`src/hw/rtl/slri_pkg.sv`:
```
// shared types and defaults for the sorted insert/remove list
`timescale 1ns / 1ps

package slri_pkg;

    localparam int CAPACITY_DEF = 16;
    localparam int TAG_BITS_DEF = 32;

    typedef enum logic {
        OP_INSERT = 1'b0,
        OP_REMOVE = 1'b1
    } t_opcode;

    typedef enum logic [1:0] {
        ST_DONE      = 2'd0,
        ST_NOT_FOUND = 2'd1,
        ST_EMPTY     = 2'd2,
        ST_FULL      = 2'd3
    } t_status;

    typedef struct packed {
        t_opcode            opcode;
        logic signed [31:0] entry_score;
        logic [31:0]        entry_tag;
    } t_in_beat;

    typedef struct packed {
        t_status            status;
        logic [4:0]         entry_count;
        logic signed [31:0] head_score;
        logic [31:0]        head_tag;
        logic signed [31:0] tail_score;
        logic [31:0]        tail_tag;
    } t_out_beat;

    typedef struct packed {
        logic do_insert;
        logic do_remove;
    } t_cell_cmd;

endpackage

```
`src/hw/rtl/slri_cell.sv`:
```
// one slot of the sorted chain: holds an entry and shifts with its neighbors
`timescale 1ns / 1ps

module slri_cell #(
    parameter int TAG_BITS = slri_pkg::TAG_BITS_DEF
) (
    input  logic                    i_clk,
    input  logic                    i_rst_n,
    input  slri_pkg::t_cell_cmd     i_cmd,
    input  logic signed [31:0]      i_key_score,
    input  logic [TAG_BITS-1:0]     i_key_tag,
    input  logic                    i_left_lt,
    input  logic                    i_left_valid,
    input  logic signed [31:0]      i_left_score,
    input  logic [TAG_BITS-1:0]     i_left_tag,
    input  logic                    i_found_in,
    input  logic                    i_right_valid,
    input  logic signed [31:0]      i_right_score,
    input  logic [TAG_BITS-1:0]     i_right_tag,
    output logic                    o_lt,
    output logic                    o_found,
    output logic                    o_valid,
    output logic signed [31:0]      o_score,
    output logic [TAG_BITS-1:0]     o_tag
);
    import slri_pkg::*;

    logic                r_valid;
    logic signed [31:0]  r_score;
    logic [TAG_BITS-1:0] r_tag;
    logic                n_valid;
    logic signed [31:0]  n_score;
    logic [TAG_BITS-1:0] n_tag;
    logic                match;

    assign o_lt    = r_valid && (r_score < i_key_score);
    assign match   = r_valid && (r_score == i_key_score) && (r_tag == i_key_tag);
    assign o_found = i_found_in || match;
    assign o_valid = r_valid;
    assign o_score = r_score;
    assign o_tag   = r_tag;

    always_comb begin
        n_valid = r_valid;
        n_score = r_score;
        n_tag   = r_tag;
        if (i_cmd.do_insert && !o_lt) begin
            // first slot not below the key takes it, the rest shift right
            if (i_left_lt) begin
                n_valid = 1'b1;
                n_score = i_key_score;
                n_tag   = i_key_tag;
            end else begin
                n_valid = i_left_valid;
                n_score = i_left_score;
                n_tag   = i_left_tag;
            end
        end else if (i_cmd.do_remove && o_found) begin
            // from the first match on, pull from the right
            n_valid = i_right_valid;
            n_score = i_right_score;
            n_tag   = i_right_tag;
        end
    end

    always_ff @(posedge i_clk) begin
        if (!i_rst_n) begin
            r_valid <= 1'b0;
        end else begin
            r_valid <= n_valid;
        end
    end

    always_ff @(posedge i_clk) begin
        r_score <= n_score;
        r_tag   <= n_tag;
    end

endmodule

```
`src/hw/rtl/sorted_list_insert_remove.sv`:
```
// top level: sorted priority list built as a chain of slot cells
`timescale 1ns / 1ps

// Sorted list of up to CAPACITY entries (signed 32-bit score, TAG_BITS tag),
// ascending from head. Every slot compares itself with the incoming key in
// the same cycle and the whole chain shifts by one place, so an operation
// is applied at the edge it is accepted; its result beat is registered out
// once the result side is free. The block takes one operation per cycle as
// long as the result side does not stall; a stalled result holds back at
// most one further operation. Cycle time is set by the first-match prefix
// that ripples through all CAPACITY cells, plus the tail select by count.
module sorted_list_insert_remove #(
    parameter int CAPACITY = slri_pkg::CAPACITY_DEF,
    parameter int TAG_BITS = slri_pkg::TAG_BITS_DEF
) (
    input  logic                i_clk,
    input  logic                i_rst_n,
    input  logic                i_in_valid,
    output logic                o_in_stall,
    input  slri_pkg::t_in_beat  i_in_data,
    output logic                o_out_valid,
    input  logic                i_out_stall,
    output slri_pkg::t_out_beat o_out_data
);
    import slri_pkg::*;

    localparam int CNT_W = $clog2(CAPACITY + 1);
    localparam int IDX_W = $clog2(CAPACITY);

    logic signed [31:0]  c_score [CAPACITY];
    logic [TAG_BITS-1:0] c_tag   [CAPACITY];
    logic [CAPACITY-1:0] c_valid;
    logic [CAPACITY-1:0] c_lt;
    logic [CAPACITY-1:0] c_found;

    logic [TAG_BITS-1:0] key_tag;
    t_cell_cmd           cmd;
    logic                in_acc;
    logic                full;
    logic                empty;
    logic                found;
    logic                out_free;
    logic                load;
    t_status             n_status;

    logic [CNT_W-1:0]    r_count;
    logic [CNT_W-1:0]    n_count;
    logic [CNT_W-1:0]    count_m1;
    logic [IDX_W-1:0]    tail_idx;
    logic                r_pend;
    t_status             r_status;
    logic                r_out_valid;
    t_out_beat           r_out;

    logic [4:0]          count5;
    logic [31:0]         head_tag32;
    logic [31:0]         tail_tag32;

    // tag width adaption on the way in and out
    if (TAG_BITS > 32) begin : g_tag_wide
        assign key_tag    = {{(TAG_BITS - 32){1'b0}}, i_in_data.entry_tag};
        assign head_tag32 = c_tag[0][31:0];
        assign tail_tag32 = c_tag[tail_idx][31:0];
    end else if (TAG_BITS == 32) begin : g_tag_same
        assign key_tag    = i_in_data.entry_tag;
        assign head_tag32 = c_tag[0];
        assign tail_tag32 = c_tag[tail_idx];
    end else begin : g_tag_narrow
        assign key_tag    = i_in_data.entry_tag[TAG_BITS-1:0];
        assign head_tag32 = {{(32 - TAG_BITS){1'b0}}, c_tag[0]};
        assign tail_tag32 = {{(32 - TAG_BITS){1'b0}}, c_tag[tail_idx]};
    end

    if (CNT_W > 5) begin : g_cnt_wide
        assign count5 = r_count[4:0];
    end else if (CNT_W == 5) begin : g_cnt_same
        assign count5 = r_count;
    end else begin : g_cnt_narrow
        assign count5 = {{(5 - CNT_W){1'b0}}, r_count};
    end

    assign full     = c_valid[CAPACITY-1];
    assign empty    = !c_valid[0];
    assign found    = c_found[CAPACITY-1];
    assign out_free = !r_out_valid || !i_out_stall;
    assign load     = r_pend && out_free;

    assign o_in_stall = r_pend && !out_free;
    assign in_acc     = i_in_valid && !o_in_stall;

    assign cmd.do_insert = in_acc && (i_in_data.opcode == OP_INSERT) && !full;
    assign cmd.do_remove = in_acc && (i_in_data.opcode == OP_REMOVE);

    assign count_m1 = r_count - CNT_W'(1);
    assign tail_idx = count_m1[IDX_W-1:0];

    for (genvar gi = 0; gi < CAPACITY; gi++) begin : g_cell
        logic                left_lt;
        logic                left_valid;
        logic signed [31:0]  left_score;
        logic [TAG_BITS-1:0] left_tag;
        logic                found_in;
        logic                right_valid;
        logic signed [31:0]  right_score;
        logic [TAG_BITS-1:0] right_tag;

        if (gi == 0) begin : g_head
            // nothing lies left of the head, so it always sees a smaller score
            assign left_lt    = 1'b1;
            assign left_valid = 1'b0;
            assign left_score = '0;
            assign left_tag   = '0;
            assign found_in   = 1'b0;
        end else begin : g_inner
            assign left_lt    = c_lt[gi-1];
            assign left_valid = c_valid[gi-1];
            assign left_score = c_score[gi-1];
            assign left_tag   = c_tag[gi-1];
            assign found_in   = c_found[gi-1];
        end

        if (gi == CAPACITY - 1) begin : g_last
            assign right_valid = 1'b0;
            assign right_score = '0;
            assign right_tag   = '0;
        end else begin : g_body
            assign right_valid = c_valid[gi+1];
            assign right_score = c_score[gi+1];
            assign right_tag   = c_tag[gi+1];
        end

        slri_cell #(
            .TAG_BITS(TAG_BITS)
        ) u_cell (
            .i_clk         (i_clk),
            .i_rst_n       (i_rst_n),
            .i_cmd         (cmd),
            .i_key_score   (i_in_data.entry_score),
            .i_key_tag     (key_tag),
            .i_left_lt     (left_lt),
            .i_left_valid  (left_valid),
            .i_left_score  (left_score),
            .i_left_tag    (left_tag),
            .i_found_in    (found_in),
            .i_right_valid (right_valid),
            .i_right_score (right_score),
            .i_right_tag   (right_tag),
            .o_lt          (c_lt[gi]),
            .o_found       (c_found[gi]),
            .o_valid       (c_valid[gi]),
            .o_score       (c_score[gi]),
            .o_tag         (c_tag[gi])
        );
    end

    always_comb begin
        n_count  = r_count;
        n_status = ST_DONE;
        case (i_in_data.opcode)
            OP_INSERT: begin
                if (full) begin
                    n_status = ST_FULL;
                end else begin
                    n_count = r_count + CNT_W'(1);
                end
            end
            OP_REMOVE: begin
                if (empty) begin
                    n_status = ST_EMPTY;
                end else if (!found) begin
                    n_status = ST_NOT_FOUND;
                end else begin
                    n_count = r_count - CNT_W'(1);
                end
            end
            default: begin
                n_status = ST_DONE;
            end
        endcase
    end

    always_ff @(posedge i_clk) begin
        if (!i_rst_n) begin
            r_count     <= '0;
            r_pend      <= 1'b0;
            r_out_valid <= 1'b0;
        end else begin
            if (in_acc) begin
                r_count <= n_count;
            end
            if (in_acc) begin
                r_pend <= 1'b1;
            end else if (load) begin
                r_pend <= 1'b0;
            end
            if (load) begin
                r_out_valid <= 1'b1;
            end else if (!i_out_stall) begin
                r_out_valid <= 1'b0;
            end
        end
    end

    always_ff @(posedge i_clk) begin
        if (in_acc) begin
            r_status <= n_status;
        end
        // cells hold the state left by the pending beat until this edge
        if (load) begin
            r_out.status      <= r_status;
            r_out.entry_count <= count5;
            r_out.head_score  <= c_valid[0] ? c_score[0] : 32'sd0;
            r_out.head_tag    <= c_valid[0] ? head_tag32 : 32'd0;
            r_out.tail_score  <= (r_count != '0) ? c_score[tail_idx] : 32'sd0;
            r_out.tail_tag    <= (r_count != '0) ? tail_tag32 : 32'd0;
        end
    end

    assign o_out_valid = r_out_valid;
    assign o_out_data  = r_out;

`ifndef NO_ASSERTIONS
    a_count_matches_cells: assert property (@(posedge i_clk) disable iff (!i_rst_n)
        $countones(c_valid) == r_count)
        else $error("entry count differs from occupied cells");

    a_cells_packed: assert property (@(posedge i_clk) disable iff (!i_rst_n)
        ((c_valid + CAPACITY'(1)) & c_valid) == '0)
        else $error("occupied cells are not packed toward the head");

    a_full_insert_no_change: assert property (@(posedge i_clk) disable iff (!i_rst_n)
        in_acc && (i_in_data.opcode == OP_INSERT) && full |=> $stable(c_valid))
        else $error("refused insert changed the list");

    a_pend_reaches_output: assert property (@(posedge i_clk) disable iff (!i_rst_n)
        load |=> o_out_valid)
        else $error("pending result did not reach the output");
`endif

endmodule

```
`config.mk`:
```
export PLATFORM = sky130hd
export DESIGN_NAME = sorted_list_insert_remove
export DESIGN_NICKNAME = d
export VERILOG_FILES = /design/src/hw/rtl/slri_pkg.sv /design/src/hw/rtl/slri_cell.sv /design/src/hw/rtl/sorted_list_insert_remove.sv
export SDC_FILE = /design/constraint.sdc
export NUM_CORES = 2
export LEC_CHECK = 0
export BUFFER_PORTS_ARGS = -buffer_cell sky130_fd_sc_hd__buf_2
export CELL_PAD_IN_SITES_DETAIL_PLACEMENT = 1
export CELL_PAD_IN_SITES_GLOBAL_PLACEMENT = 1
export CORE_MARGIN = 1
export CORE_UTILIZATION = 35
export CTS_CLUSTER_SIZE = 8
export DETAILED_ROUTE_END_ITERATION = 6
export PLACE_DENSITY_LB_ADDON = 0.1
export SLEW_MARGIN = 20
export SYNTH_ARGS = -nofsm -noshare
export SYNTH_HDL_FRONTEND = slang
export SYNTH_SLANG_ARGS = --single-unit
```
`constraint.sdc`:
```
create_clock -name i_clk -period 14.9 [get_ports i_clk]
set_input_delay 1.49 -clock i_clk [delete_from_list [all_inputs] [get_ports i_clk]]
set_output_delay 1.49 -clock i_clk [all_outputs]
set_load 0.03 [all_outputs]
```
==> results.yml <==
grt:
  wire_length_of_the_first_global_routing_pass_um: 616700
  grt_antenna_before_repair: 41
  gr-total-overflow: 0
  maximum_number_of_pins_on_one_net_before_global_route_repair: 131
  first_global_vias: 71030
  global_route.usage.total_pct: 35.48
place:
  dpl-instance-area_um2: 90860
  globalplace.congestion: 0.9346
  post-dp-hpwl_um: 314700
  place_worst_setup_slack_ns: 6.987
  io_buffer_count: 205
  number_of_cells_in_the_design_after_placement: 10940
yosys:
  synth_sequential_area_ratio_pct: 40.81
  cell_type_contributing_the_most_total_cell_area_after_synthesis: "sky130_fd_sc_hd__edfxtp_1"
  synth.most_common_cell: "sky130_fd_sc_hd__edfxtp_1"
  synth_warnings: 0
  synth_top_cells_by_area: "sky130_fd_sc_hd__edfxtp_1 (40%), sky130_fd_sc_hd__mux2i_1 (8.6%), sky130_fd_sc_hd__ha_1 (7.0%)"
  cell_area_after_synthesis_um2: 86570
  ys.flop_type: "sky130_fd_sc_hd__edfxtp_1"
  synth_cell_type_count: 78
  synthesis.area_per_instance_um2: 10.78
  syn-num-nets: 8579
  synthArstFlopShare_pct: 0
  post-synth-top-area-fraction_pct: 40.27
  postSynthRegisterBits: 1184
  synth_commonest_cells: "sky130_fd_sc_hd__edfxtp_1 (1161), sky130_fd_sc_hd__mux2i_1 (747), sky130_fd_sc_hd__a21oi_1 (665)"
  synthesized_instance_count: 8027
  synth_edf_count: 1161
run_status:
  outcome: "completed"
worst_setup_path:
  cp.required_ns: 15.41
  reg2reg_to: "g_cell[15].u_cell.o_score[28]$_SDFFCE_PN0P_"
  endpoint_kind: "flip-flop"
  cp_max_fo: 36
  cp-start-kind: "primary input"
  critical_path.reg2reg.startpoint: "g_cell[1].u_cell.o_score[23]$_DFFE_PP_"
  arrival_ns: 7.75
  worst-setup-path-type: "primary input to flip-flop"
  reg2reg_depth: 12
  worst-r2r-setup-slack_ns: 8.77
detailed_routing:
  drt-total-wl_um: 452200
  num_vias: 72270
  drc: 0
  routedWlPerCell_um: 40.41
  vias_per_instance: 6.460
  initialDrtViolationCount: 8118
  firstDrtPassIters: 7
  antenna_left: 0
hold_path:
  worstHoldPathType: "flip-flop to flip-flop"
  hold-path-endpoint: "o_out_data[134]$_DFFE_PP_"
  hold_start: "r_status[1]$_DFFE_PP_"
  min_delay_path_depth: 0
sta:
  grt_setup_unrepaired: "no"
  fin_worst_hold_slack_ns: 0.4240
  timing.slew.headroom_pct: 10.56
  fmax_ghz: 0.1381
  finClkSkew_ns: 0.04406
  layout_setup_ws_ns: 7.660
  period_needed_ns: 7.240
  setup_viol: 0
  tightestPinTransition_ns: 1.337
  hold_viol_final: 0
  final.period_utilization_pct: 48.59
  setup_tns_ns: 0
  slew_viol_final: 0
clock_network:
  cts.path.max_buffers: 3
  post_cts_hold_buffer_count: 0
  post_cts.repair.setup_buffers: 0
  worst_setup_hold_path_clk_slew_ns: 0.05
  clock-sinks: 1184
  clk_latency_ns: 0.91
  cts_tree: "done"
  cts_root_buf: "sky130_fd_sc_hd__clkbuf_16"
  cts_htree_levels: 4
  number_of_buffers_created_by_cts: 172
  number_of_gates_resized_after_cts: 0
die:
  top_level_i_o_count: 206
  chipHeight_um: 499.3
  fp.coreArea_um2: 245900
  standard_cell_row_count: 182
  die_area_um2: 249300
  floorplan.die.width_um: 499.3
  floorplan.initialDensity_pct: 35.20
power_and_ir_drop:
  design_power_total_mw: 10.66
  power_density_nw_per_um2: 111.3
  power.static_leakage_nw: 34.95
  power.ir.vdd_worst_mv: 0.1191
finish:
  layoutNonFillerInstCount: 11190
  post-route-cell-area_um2: 95740
  num-fill-cells: 26570
  postLayoutCoreUtil_pct: 38.93
  post_route_cells_drive_above_1_share_pct: 17.03
  syn2layout_area_growth_pct: 10.60
  final_net_count: 8443
job:
  max_cap_violations: 0
report_power, final:
part / total [mW] / leakage [nW] / internal (mW) / switching [mW]
combinational: 2.54 / 21.5 / 0.842 / 1.70
clock: 3.80 / 2.33 / 2.10 / 1.70
sequential: 4.32 / 11.1 / 3.98 / 0.340
worst max-delay path, stage by stage:
cell	delay (ns)
sky130_fd_sc_hd__buf_2	0.31
sky130_fd_sc_hd__inv_1	0.60
sky130_fd_sc_hd__ha_1	0.57
sky130_fd_sc_hd__nand4_1	0.26
sky130_fd_sc_hd__nor4_1	1.03
sky130_fd_sc_hd__nand2_1	0.11
sky130_fd_sc_hd__nor4_1	0.47
sky130_fd_sc_hd__a311oi_1	0.23
sky130_fd_sc_hd__nand4_1	0.60
sky130_fd_sc_hd__o31ai_1	0.35
sky130_fd_sc_hd__a21oi_4	0.18
sky130_fd_sc_hd__buf_4	0.72
sky130_fd_sc_hd__buf_4	0.68
final cells by class:
type	instances	area [µm²]	share of cell area, %
Sequential cell	1184	35340	36.91
Antenna cell	11	27.53	0.02875
Multi-Input combinational cell	6046	48600	50.76
Inverter	93	351.6	0.3672
Tap cell	3220	4029	4.208
Clock buffer	215	4487	4.686
Timing Repair Buffer	394	2595	2.710
Clock inverter	25	322.8	0.3372
cell families (layout without fill, tap and decap cells):
family,after synthesis,count (layout),synth area share (%)
AOI/OAI and AO/OA,1683,1683,11.26
xor gates and xnor gates,534,534,5.403
adders and majority gates,483,483,6.981
buffers and inverters,797,727,3.830
DFF,1184,1184,40.81
muxes,1417,1417,21.00
other,0,11,0
and+or+nand+nor,1929,1929,10.72
state kept, by name, indices dropped and copies added, names as in the netlist:
name and cells:
count5 5, o_out_data 135, r_status 2, g_cell.u_cell.o_tag 512, g_cell.u_cell.o_score 512, r_pend 1, o_out_valid 1, g_cell.u_cell.o_valid 16
cell usage in the layout (no fill, tap or decap), types with 12 or more instances in the layout:
| cell type | instances |
|---|---|
| sky130_fd_sc_hd__and3_1 | 12 |
| sky130_fd_sc_hd__and4_1 | 13 |
| sky130_fd_sc_hd__mux2_2 | 339 |
| sky130_fd_sc_hd__and2_1 | 67 |
| sky130_fd_sc_hd__dfxtp_1 | 20 |
| sky130_fd_sc_hd__mux2i_1 | 743 |
| sky130_fd_sc_hd__buf_4 | 177 |
| sky130_fd_sc_hd__buf_12 | 12 |
| sky130_fd_sc_hd__a31oi_1 | 137 |
| sky130_fd_sc_hd__edfxtp_1 | 1161 |
| sky130_fd_sc_hd__buf_2 | 205 |
| sky130_fd_sc_hd__mux4_2 | 256 |
| sky130_fd_sc_hd__mux2_4 | 75 |
| sky130_fd_sc_hd__a211oi_1 | 142 |
| sky130_fd_sc_hd__clkbuf_16 | 173 |
| sky130_fd_sc_hd__nor3_1 | 44 |
| sky130_fd_sc_hd__nand3_1 | 180 |
| sky130_fd_sc_hd__clkbuf_1 | 42 |
| sky130_fd_sc_hd__nand2b_1 | 78 |
| sky130_fd_sc_hd__xnor2_1 | 114 |
| sky130_fd_sc_hd__a21o_1 | 133 |
| sky130_fd_sc_hd__inv_1 | 91 |
| sky130_fd_sc_hd__o21ai_0 | 460 |
| sky130_fd_sc_hd__nor2b_1 | 99 |
| sky130_fd_sc_hd__nor4_1 | 124 |
| sky130_fd_sc_hd__nor2_1 | 551 |
| sky130_fd_sc_hd__nand4_1 | 216 |
| sky130_fd_sc_hd__nand2_1 | 461 |
| sky130_fd_sc_hd__xor2_1 | 416 |
| sky130_fd_sc_hd__o21a_1 | 23 |
| sky130_fd_sc_hd__nor4_2 | 14 |
| sky130_fd_sc_hd__a21oi_1 | 663 |
| sky130_fd_sc_hd__ha_1 | 481 |
worst max path at each step:
| stage | start | endpoint | slack (ns) | cells after the start |
|---|---|---|---|---|
| floorplan | i_out_stall | o_out_data[0]$_SDFFCE_PN0P_ | 2.82 | 1 |
| global placement | i_in_data[59] | g_cell[15].u_cell.o_tag[9]$_SDFFCE_PN0P_ | 6.74 | 13 |
| detailed placement | i_in_data[46] | g_cell[15].u_cell.o_score[20]$_SDFFCE_PN0P_ | 6.99 | 14 |
| CTS | i_in_data[46] | g_cell[15].u_cell.o_score[15]$_SDFFCE_PN0P_ | 7.91 | 14 |
| global route | i_in_data[46] | g_cell[15].u_cell.o_score[15]$_SDFFCE_PN0P_ | 7.59 | 14 |
| finish | i_in_data[46] | g_cell[15].u_cell.o_score[28]$_SDFFCE_PN0P_ | 7.66 | 13 |
routing by layer:
metal	vias to the layer above	share of wire, %	track usage (%)
li1	30060	-	-
met1	37860	42	46.70
met2	3444	45	55.11
met3	888	7.3	6.294
met4	18	6.2	19.52
met5	-	0.025	0
Note: power is estimated with default switching activity, not from simulation.
